<file path="src/cfsrch_pkg.sv">
// Shared constants for the circular FIFO with search: operation codes,
// status codes and fixed payload widths. No dependencies.
package cfsrch_pkg;

  // Payload field widths
  localparam int unsigned OpW     = 3;
  localparam int unsigned WordW   = 32;
  localparam int unsigned StatusW = 2;
  localparam int unsigned OffsW   = 4;
  localparam int unsigned CntW    = 5;
  localparam int unsigned CapW    = 5;

  // Operation codes
  localparam logic [OpW-1:0] OP_ENQ   = 3'd0;
  localparam logic [OpW-1:0] OP_DEQ   = 3'd1;
  localparam logic [OpW-1:0] OP_PEEK  = 3'd2;
  localparam logic [OpW-1:0] OP_FIND  = 3'd3;
  localparam logic [OpW-1:0] OP_COUNT = 3'd4;
  localparam logic [OpW-1:0] OP_CLEAR = 3'd5;

  // Status codes
  localparam logic [StatusW-1:0] ST_OK       = 2'd0;
  localparam logic [StatusW-1:0] ST_FULL     = 2'd1;
  localparam logic [StatusW-1:0] ST_EMPTY    = 2'd2;
  localparam logic [StatusW-1:0] ST_NOTFOUND = 2'd3;

  // Reset value of the capacity register
  localparam logic [CapW-1:0] CAP_RESET = 5'd16;

endpackage

</file>
<file path="src/cfsrch_req_if.sv">
// Request channel of the circular FIFO: valid/ready plus op and word.
// Depends on cfsrch_pkg.
interface cfsrch_req_if;
  import cfsrch_pkg::*;

  logic                    valid;
  logic                    ready;
  logic [OpW-1:0]          op;
  logic signed [WordW-1:0] data_in;

  modport source (output valid, output op, output data_in, input ready);
  modport sink   (input valid, input op, input data_in, output ready);
endinterface

</file>
<file path="src/cfsrch_rsp_if.sv">
// Response channel of the circular FIFO: valid/ready plus result fields.
// Depends on cfsrch_pkg.
interface cfsrch_rsp_if;
  import cfsrch_pkg::*;

  logic                    valid;
  logic                    ready;
  logic [StatusW-1:0]      status;
  logic signed [WordW-1:0] data_out;
  logic [OffsW-1:0]        found_offset;
  logic [CntW-1:0]         match_count;
  logic [CntW-1:0]         fill_level;
  logic                    is_empty;
  logic                    is_full;

  modport source (output valid, output status, output data_out, output found_offset,
                  output match_count, output fill_level, output is_empty,
                  output is_full, input ready);
  modport sink   (input valid, input status, input data_out, input found_offset,
                  input match_count, input fill_level, input is_empty,
                  input is_full, output ready);
endinterface

</file>
<file path="src/circular_fifo_with_search_core.sv">
// Circular FIFO of signed words with find and count, one transaction at a time.
// Enqueue, clear and unused ops go straight to the response; dequeue and peek read one
// entry and find and count read fill_level entries in the ring scan (one entry per
// cycle through one shared comparator). Dequeue and peek on an empty ring skip the scan.
// Request ready only while idle, so a new request waits until the last response is loaded.
// Reset (rst, synchronous): pointers and fill count cleared, capacity 16, no
// response pending; ring storage is not cleared.
module circular_fifo_with_search_core #(
  parameter int unsigned DEPTH = 16
) (
  input  logic                          clk,
  input  logic                          rst,
  input  logic                          cfg_we,
  input  logic [cfsrch_pkg::CapW-1:0]   cfg_wdata,
  cfsrch_req_if.sink                    req,
  cfsrch_rsp_if.source                  rsp
);
  import cfsrch_pkg::*;

  localparam int unsigned PW = (DEPTH > 1) ? $clog2(DEPTH) : 1;
  localparam int unsigned TW = $clog2(DEPTH + 1);

  typedef enum logic [1:0] {S_IDLE, S_SCAN, S_DONE} state_t;

  state_t                  state;
  logic [CapW-1:0]         capacity;
  logic [PW-1:0]           head;
  logic [PW-1:0]           tail;
  logic [TW-1:0]           total;

  logic [OpW-1:0]          op_q;
  logic [WordW-1:0]        word_q;
  logic [StatusW-1:0]      st_q;
  logic                    found;
  logic [PW-1:0]           offs;
  logic [TW-1:0]           cnt;
  logic [WordW-1:0]        dout;
  logic [PW-1:0]           ptr;
  logic [TW-1:0]           iss;
  logic [TW-1:0]           scan_len;
  logic                    cmp_valid;
  logic [TW-1:0]           cmp_idx;
  logic [WordW-1:0]        rd_data;

  logic [WordW-1:0]        ring [DEPTH];

  logic [TW-1:0]           eff_cap;
  logic                    accept;
  logic                    is_full_now;
  logic                    deq_ok;
  logic                    rsp_load;
  logic [TW-1:0]           total_after;
  logic [StatusW-1:0]      status_res;
  logic [WordW-1:0]        dout_res;
  logic [OffsW-1:0]        offs_res;
  logic [CntW-1:0]         cnt_res;
  logic [CntW-1:0]         fill_res;

  // Advance a ring pointer, wrapping at the effective capacity
  function automatic logic [PW-1:0] next_ptr(input logic [PW-1:0] p,
                                             input logic [TW-1:0] cap);
    logic [PW:0] n;
    n = {1'b0, p} + {{PW{1'b0}}, 1'b1};
    if (32'(n) >= 32'(cap)) next_ptr = '0;
    else                    next_ptr = n[PW-1:0];
  endfunction

  // Clamp the capacity register into 1..DEPTH
  always_comb begin
    if (capacity == '0)                  eff_cap = TW'(1);
    else if (32'(capacity) > 32'(DEPTH)) eff_cap = TW'(DEPTH);
    else                                 eff_cap = TW'(capacity);
  end

  assign req.ready   = (state == S_IDLE);
  assign accept      = req.valid && req.ready;
  assign is_full_now = (32'(total) >= 32'(eff_cap));
  assign rsp_load    = (state == S_DONE) && (!rsp.valid || rsp.ready);
  assign deq_ok      = (op_q == OP_DEQ) && (st_q == ST_OK);
  assign total_after = deq_ok ? (total - TW'(1)) : total;

  // Assemble the response fields with saturation of the wide counts
  always_comb begin
    if (op_q == OP_FIND) status_res = found ? ST_OK : ST_NOTFOUND;
    else                 status_res = st_q;

    if ((op_q == OP_DEQ || op_q == OP_PEEK) && st_q == ST_OK) dout_res = dout;
    else                                                      dout_res = '0;

    if (op_q == OP_FIND && found) begin
      if (32'(offs) > 32'(15)) offs_res = 4'd15;
      else                     offs_res = OffsW'(offs);
    end else begin
      offs_res = '0;
    end

    if (op_q == OP_COUNT) begin
      if (32'(cnt) > 32'(31)) cnt_res = 5'd31;
      else                    cnt_res = CntW'(cnt);
    end else begin
      cnt_res = '0;
    end

    if (32'(total_after) > 32'(31)) fill_res = 5'd31;
    else                            fill_res = CntW'(total_after);
  end

  // Ring storage: write at tail on enqueue, registered read at scan pointer
  always_ff @(posedge clk) begin
    if (accept && req.op == OP_ENQ && !is_full_now) begin
      ring[tail] <= req.data_in;
    end
    rd_data <= ring[ptr];
  end

  // Sequencer, pointers and response register
  always_ff @(posedge clk) begin
    if (rst) begin
      state     <= S_IDLE;
      capacity  <= CAP_RESET;
      head      <= '0;
      tail      <= '0;
      total     <= '0;
      iss       <= '0;
      scan_len  <= '0;
      cmp_valid <= 1'b0;
      rsp.valid <= 1'b0;
    end else begin
      if (cfg_we) begin
        capacity <= cfg_wdata;
      end

      // Drop the response once taken
      if (rsp.valid && rsp.ready && !rsp_load) begin
        rsp.valid <= 1'b0;
      end

      unique case (state)
        S_IDLE: begin
          if (accept) begin
            op_q      <= req.op;
            word_q    <= req.data_in;
            ptr       <= head;
            iss       <= '0;
            cmp_valid <= 1'b0;
            found     <= 1'b0;
            offs      <= '0;
            cnt       <= '0;
            dout      <= '0;
            unique case (req.op)
              OP_ENQ: begin
                scan_len <= '0;
                state    <= S_DONE;
                if (is_full_now) begin
                  st_q <= ST_FULL;
                end else begin
                  st_q  <= ST_OK;
                  tail  <= next_ptr(tail, eff_cap);
                  total <= total + TW'(1);
                end
              end
              OP_DEQ, OP_PEEK: begin
                if (total == '0) begin
                  st_q     <= ST_EMPTY;
                  scan_len <= '0;
                  state    <= S_DONE;
                end else begin
                  st_q     <= ST_OK;
                  scan_len <= TW'(1);
                  state    <= S_SCAN;
                end
              end
              OP_FIND, OP_COUNT: begin
                st_q     <= ST_OK;
                scan_len <= total;
                state    <= S_SCAN;
              end
              OP_CLEAR: begin
                st_q     <= ST_OK;
                scan_len <= '0;
                state    <= S_DONE;
                head     <= '0;
                tail     <= '0;
                total    <= '0;
              end
              default: begin
                st_q     <= ST_OK;
                scan_len <= '0;
                state    <= S_DONE;
              end
            endcase
          end
        end

        S_SCAN: begin
          // Issue one read per cycle
          if (iss < scan_len) begin
            ptr       <= next_ptr(ptr, eff_cap);
            iss       <= iss + TW'(1);
            cmp_idx   <= iss;
            cmp_valid <= 1'b1;
          end else begin
            cmp_valid <= 1'b0;
          end
          // Compare the entry read last cycle
          if (cmp_valid) begin
            if (cmp_idx == '0) begin
              dout <= rd_data;
            end
            if (rd_data == word_q) begin
              cnt <= cnt + TW'(1);
              if (!found) begin
                found <= 1'b1;
                offs  <= PW'(cmp_idx);
              end
            end
          end
          if (iss == scan_len && !cmp_valid) begin
            state <= S_DONE;
          end
        end

        S_DONE: begin
          if (rsp_load) begin
            rsp.valid        <= 1'b1;
            rsp.status       <= status_res;
            rsp.data_out     <= dout_res;
            rsp.found_offset <= offs_res;
            rsp.match_count  <= cnt_res;
            rsp.fill_level   <= fill_res;
            rsp.is_empty     <= (total_after == '0);
            rsp.is_full      <= (32'(total_after) >= 32'(eff_cap));
            if (deq_ok) begin
              head  <= next_ptr(head, eff_cap);
              total <= total - TW'(1);
            end
            state <= S_IDLE;
          end
        end

        default: state <= S_IDLE;
      endcase
    end
  end

  // Fill count never exceeds the storage depth
  a_total_bound: assert property (@(posedge clk) disable iff (rst)
    32'(total) <= 32'(DEPTH))
    else $error("fill count above depth");

  // Scan never issues more reads than its length
  a_scan_bound: assert property (@(posedge clk) disable iff (rst)
    iss <= scan_len)
    else $error("scan ran past its length");

  // A granted enqueue raises the fill count by one
  a_enq_count: assert property (@(posedge clk) disable iff (rst)
    (accept && req.op == OP_ENQ && !is_full_now) |=> (total == $past(total) + TW'(1)))
    else $error("enqueue did not advance fill count");

  // A refused enqueue reports a full ring
  a_full_flag: assert property (@(posedge clk) disable iff (rst)
    (rsp.valid && rsp.status == ST_FULL) |-> rsp.is_full)
    else $error("full refusal without full flag");

  // Empty flag agrees with the fill level
  a_empty_flag: assert property (@(posedge clk) disable iff (rst)
    rsp.valid |-> (rsp.is_empty == (rsp.fill_level == '0)))
    else $error("empty flag disagrees with fill level");

endmodule

</file>
<file path="src/flat_wrapper.sv">
// flat-port wrapper written by rule: the top's interface ports become plain ports
module circular_fifo_with_search_core_flat import cfsrch_pkg::*;
#(
  parameter int unsigned DEPTH = 16
)
  (clk, rst, cfg_we, cfg_wdata, req_valid, req_op, req_data_in, req_ready, rsp_valid, rsp_status, rsp_data_out, rsp_found_offset, rsp_match_count, rsp_fill_level, rsp_is_empty, rsp_is_full, rsp_ready);
  cfsrch_req_if req_i ();
  cfsrch_rsp_if rsp_i ();
  input  logic clk;
  input  logic rst;
  input  logic cfg_we;
  input  logic [cfsrch_pkg::CapW-1:0] cfg_wdata;
  input wire logic [$bits(req_i.valid)-1:0] req_valid;
  input wire logic [$bits(req_i.op)-1:0] req_op;
  input wire logic [$bits(req_i.data_in)-1:0] req_data_in;
  output wire logic [$bits(req_i.ready)-1:0] req_ready;
  output wire logic [$bits(rsp_i.valid)-1:0] rsp_valid;
  output wire logic [$bits(rsp_i.status)-1:0] rsp_status;
  output wire logic [$bits(rsp_i.data_out)-1:0] rsp_data_out;
  output wire logic [$bits(rsp_i.found_offset)-1:0] rsp_found_offset;
  output wire logic [$bits(rsp_i.match_count)-1:0] rsp_match_count;
  output wire logic [$bits(rsp_i.fill_level)-1:0] rsp_fill_level;
  output wire logic [$bits(rsp_i.is_empty)-1:0] rsp_is_empty;
  output wire logic [$bits(rsp_i.is_full)-1:0] rsp_is_full;
  input wire logic [$bits(rsp_i.ready)-1:0] rsp_ready;
  assign req_i.valid = req_valid;
  assign req_i.op = req_op;
  assign req_i.data_in = req_data_in;
  assign req_ready = req_i.ready;
  assign rsp_valid = rsp_i.valid;
  assign rsp_status = rsp_i.status;
  assign rsp_data_out = rsp_i.data_out;
  assign rsp_found_offset = rsp_i.found_offset;
  assign rsp_match_count = rsp_i.match_count;
  assign rsp_fill_level = rsp_i.fill_level;
  assign rsp_is_empty = rsp_i.is_empty;
  assign rsp_is_full = rsp_i.is_full;
  assign rsp_i.ready = rsp_ready;
  circular_fifo_with_search_core #(.DEPTH(DEPTH)) u_core (.clk(clk), .rst(rst), .cfg_we(cfg_we), .cfg_wdata(cfg_wdata), .req(req_i), .rsp(rsp_i));
endmodule
</file>
<file path="config.mk">
export PLATFORM = sky130hd
export DESIGN_NAME = circular_fifo_with_search_core_flat
export DESIGN_NICKNAME = d
export VERILOG_FILES = /design/src/cfsrch_pkg.sv /design/src/cfsrch_req_if.sv /design/src/cfsrch_rsp_if.sv /design/src/circular_fifo_with_search_core.sv /design/src/flat_wrapper.sv
export SDC_FILE = /design/constraint.sdc
export NUM_CORES = 1
export LEC_CHECK = 0
export BUFFER_PORTS_ARGS = -buffer_cell sky130_fd_sc_hd__buf_2
export CORE_ASPECT_RATIO = 0.75
export CORE_MARGIN = 3
export CORE_UTILIZATION = 45
export DETAILED_ROUTE_END_ITERATION = 8
export PLACE_DENSITY = 0.64
export SKIP_CTS_REPAIR_TIMING = 1
export SYNTH_ARGS = -nofsm -noshare
export SYNTH_HDL_FRONTEND = slang
export SYNTH_SLANG_ARGS = --single-unit
</file>
<file path="constraint.sdc">
create_clock -name clk -period 5.6 [get_ports clk]
set_input_delay 1.12 -clock clk [delete_from_list [all_inputs] [get_ports clk]]
set_output_delay 1.12 -clock clk [all_outputs]
set_load 0.01 [all_outputs]
</file>
==> impl_metrics.ini <==
[sta]
layout_worst_path_cycle_share_pct = 66.1
layout_min_cycle_time_ns = 3.70
fin_tns_setup_ns = 0
skew_ns = 0.0177
max_slew.worst_pin.slew_ns = 1.32
slew_headroom_pct = 11.1
maxSlewViolCount = 0
finalHoldViolCount = 0
setup_repair_after_global_routing_missed_its_margin = no
timing.final.setup_violations = 0
fmax_mhz = 270

[setup_path]
endpoint = u_core.ring[7][25]$_DFFE_PP_
timing.critical_path.from_type = register
critPathMaxFanout = 32
critical_path.max_stage_delay_ns = 0.99
crit_top_cell = nor2_1
crit_chain = nor3_1 > nor2_1 > nor2_1 > ha_1 > nor2b_1 > o21ai_1 > a31oi_4 > nand2_1 > nor2_4
reg2reg_depth = 9
timing.setup.critical_path_class = register to register
r2r_slack_ns = 1.90
critical-path-slowest-cell = nor2_4
worst_reg2reg_startpoint = u_core.capacity[1]$_SDFFE_PP0P_
critPathArrivalTime_ns = 3.91
cp-end-kind = register
critical_path_data_required_time_ns = 5.80
crit-reg2reg-capture = u_core.ring[7][25]$_DFFE_PP_
worstSetupStartpoint = u_core.capacity[1]$_SDFFE_PP0P_

[status]
outcome = complete, no violations

[pwr]
powerDensity_nw_per_um2 = 360
static-leakage-power_uw = 0.0104
worst_ir_drop_vdd_mv = 0.262
finalPower_uw = 11400

[cts]
path_clk_slew_ns = 0.07
cts_root_buf = clkbuf_16
clock_path_buffers = 3
insertion_delay_ns = 0.60
cts-htree-levels = 3
tritoncts.num_buffers = 70
cts_tree = yes
numClockSinks = 714

[placed_design]
finalWeightedCongestion = 0.829
cell_area_placed_sq_um = 29300
numPortBuffers = 96
hpwl_microns = 36200

[finish]
postLayoutCellArea_sq_um = 31600
final_common_cell = edfxtp_1
finalNetCount = 1592
highest_count_cells_in_the_layout_ignoring_fill_and_taps = 650 x edfxtp_1, 160 x mux4_2, 96 x buf_2
proportion_of_layout_cells_with_a_drive_suffix_above_1_pct = 26.4
syn_to_final_growth_pct = 14.0

[synthesis]
synth_edf_count = 650
total_of_flip_flops_plus_latches_after_synthesis = 714
netlist_instances = 1375
syn-mean-instance-area_sq_um = 20.2
seq_area_frac_synth_pct = 75.0
synth_nets = 1460
postSynth.topFlopCell = edfxtp_1
ys.warnings.count = 0
mappedNetlistArea_sq_um = 27700
synth_cell_types = 65
postSynth.asyncResetShare_pct = 0

[global_route]
antenna_found_initial = 2
vias_in_the_first_global_route = 13400
globalRouteOverflowTotal = 0
first_pass_grt_wire_length_microns = 88600
grt_util_all_layers_pct = 18.4
maximum_number_of_pins_on_one_net_before_global_route_repair = 109

[detailed_routing]
finalWirelength_microns = 58800
drt.antenna.violating_nets = 0
drtPass1Iterations = 5
drt_drc_violations_left = 0
detail_route.iter0.violations = 1197
vias = 13300
detail_route.wl_per_cell_microns = 24.8
viasPerCell = 5.60

[min_path]
hp-class = register to register

[floorplanning]
floorplan.core_area_sq_um = 60700
die_y_microns = 221
die_width_microns = 293
die_area_sq_um = 64700
starting_utilization_of_the_core_area_pct = 45.7
ios = 97
std_cell_rows = 78

[job]
max_cap_viol_count = 0
stage by stage:
step	instances	worst slack, ns	utilization [%]	hold WS, ns
floorplan	1375	0.863	-	0.449
global placement	2235	1.68	48.2	0.468
detailed placement	2235	1.61	48.2	0.469
CTS	2364	1.92	52.1	0.489
global route	2364	1.61	52.1	0.506
finish	2366	1.90	52.1	0.488
registers in the layout (all words and copies together) (netlist names), 3 cells and up:
name                     cells
u_core.head                  4
u_core.op_q                  3
u_core.ring                512
u_core.dout                 32
u_core.ptr                   4
u_core.tail                  4
u_core.rsp.found_offset      4
u_core.capacity              5
u_core.iss                   5
u_core.word_q               32
u_core.scan_len              5
u_core.rsp.fill_level        5
u_core.cmp_idx               5
u_core.rsp.match_count       5
u_core.rd_data              32
u_core.offs                  4
u_core.total                 5
u_core.rsp.data_out         32
u_core.cnt                   5
cells by family after synthesis:
group,share of synthesized area [%]
AO/OA/AOI/OAI,2.31
XOR/XNOR,1.48
adder cells (fa/ha/maj),1.85
buffers and inverters,1.37
flip-flops,75.0
multiplexers,13.3
AND/OR/NAND/NOR,4.66
power breakdown:
part           total [uW]  internal, uW  leakage, uW  switching, uW
logic                 619           243      0.00279            376
clock network        4800          2860      0.00115           1940
registers            5970          5910      0.00641           56.4
total               11400          9010       0.0104           2370
worst max-delay path, delay by kind of cell, from the launching register on:
kind	cells	cell delay, ns
adders and majority gates	1	0.31
and+or+nand+nor	6	2.01
AOI/OAI and AO/OA	2	0.64
DFF	1	0.32
layer usage:
layer	wire, microns	GRT usage [%]
met5	0	0
met4	1140	4.28
met3	4270	4.78
met2	26100	26.7
met1	27300	28.3
final cells by class:
class,instances,area [sq um]
flip-flops and latches,714,20800
clock inverters,30,369
fillers,4851,29100
well taps,800,1000
multi-input cells,577,6690
repair buffers,118,671
diodes,2,5.00
inverters,26,97.6
clock buffers,99,1990
Yosys cell counts, types with 3 or more instances:
cell      instances  area share (%)
buf_1             4           0.054
nand4_1          11            0.25
a22o_1            8            0.25
clkbuf_1         32            0.43
buf_2            10            0.18
nand3_1          15            0.27
nor2b_1           7            0.16
a21o_1            8            0.22
mux2i_1           8            0.29
nor3b_1           4            0.11
edfxtp_1        650              70
ha_1             40             1.8
nor4_1            5            0.11
a31oi_1           3           0.068
nor2_1           44            0.60
o21ai_1           7            0.13
dfxtp_1          64             4.6
and2_1           78             1.8
o32ai_1           3           0.095
buf_4            10            0.27
nor3_1           13            0.23
o21ai_0           9            0.16
xnor2_1          33             1.0
inv_1            23            0.31
a21oi_1          16            0.29
nand2_1          32            0.43
nand2b_1          7            0.16
o211ai_1          6            0.16
a211oi_1          4            0.11
xor2_1           14            0.44
mux4_2          160              13
worst min-delay path by stage:
stage | startpoint | slack (ns) | cells past startpoint | to
global placement | u_core.scan_len[3]$_SDFFE_PP0P_ | 0.47 | 1 | u_core.scan_len[3]$_SDFFE_PP0P_
CTS | u_core.scan_len[3]$_SDFFE_PP0P_ | 0.49 | 1 | u_core.scan_len[3]$_SDFFE_PP0P_
detailed placement | u_core.scan_len[1]$_SDFFE_PP0P_ | 0.47 | 1 | u_core.scan_len[1]$_SDFFE_PP0P_
floorplan | u_core.iss[4]$_SDFFE_PP0P_ | 0.45 | 0 | u_core.cmp_idx[4]$_DFFE_PP_
global route | u_core.scan_len[3]$_SDFFE_PP0P_ | 0.51 | 1 | u_core.scan_len[3]$_SDFFE_PP0P_
finish | u_core.scan_len[3]$_SDFFE_PP0P_ | 0.49 | 1 | u_core.scan_len[3]$_SDFFE_PP0P_
(Power assumes the default switching activity.)
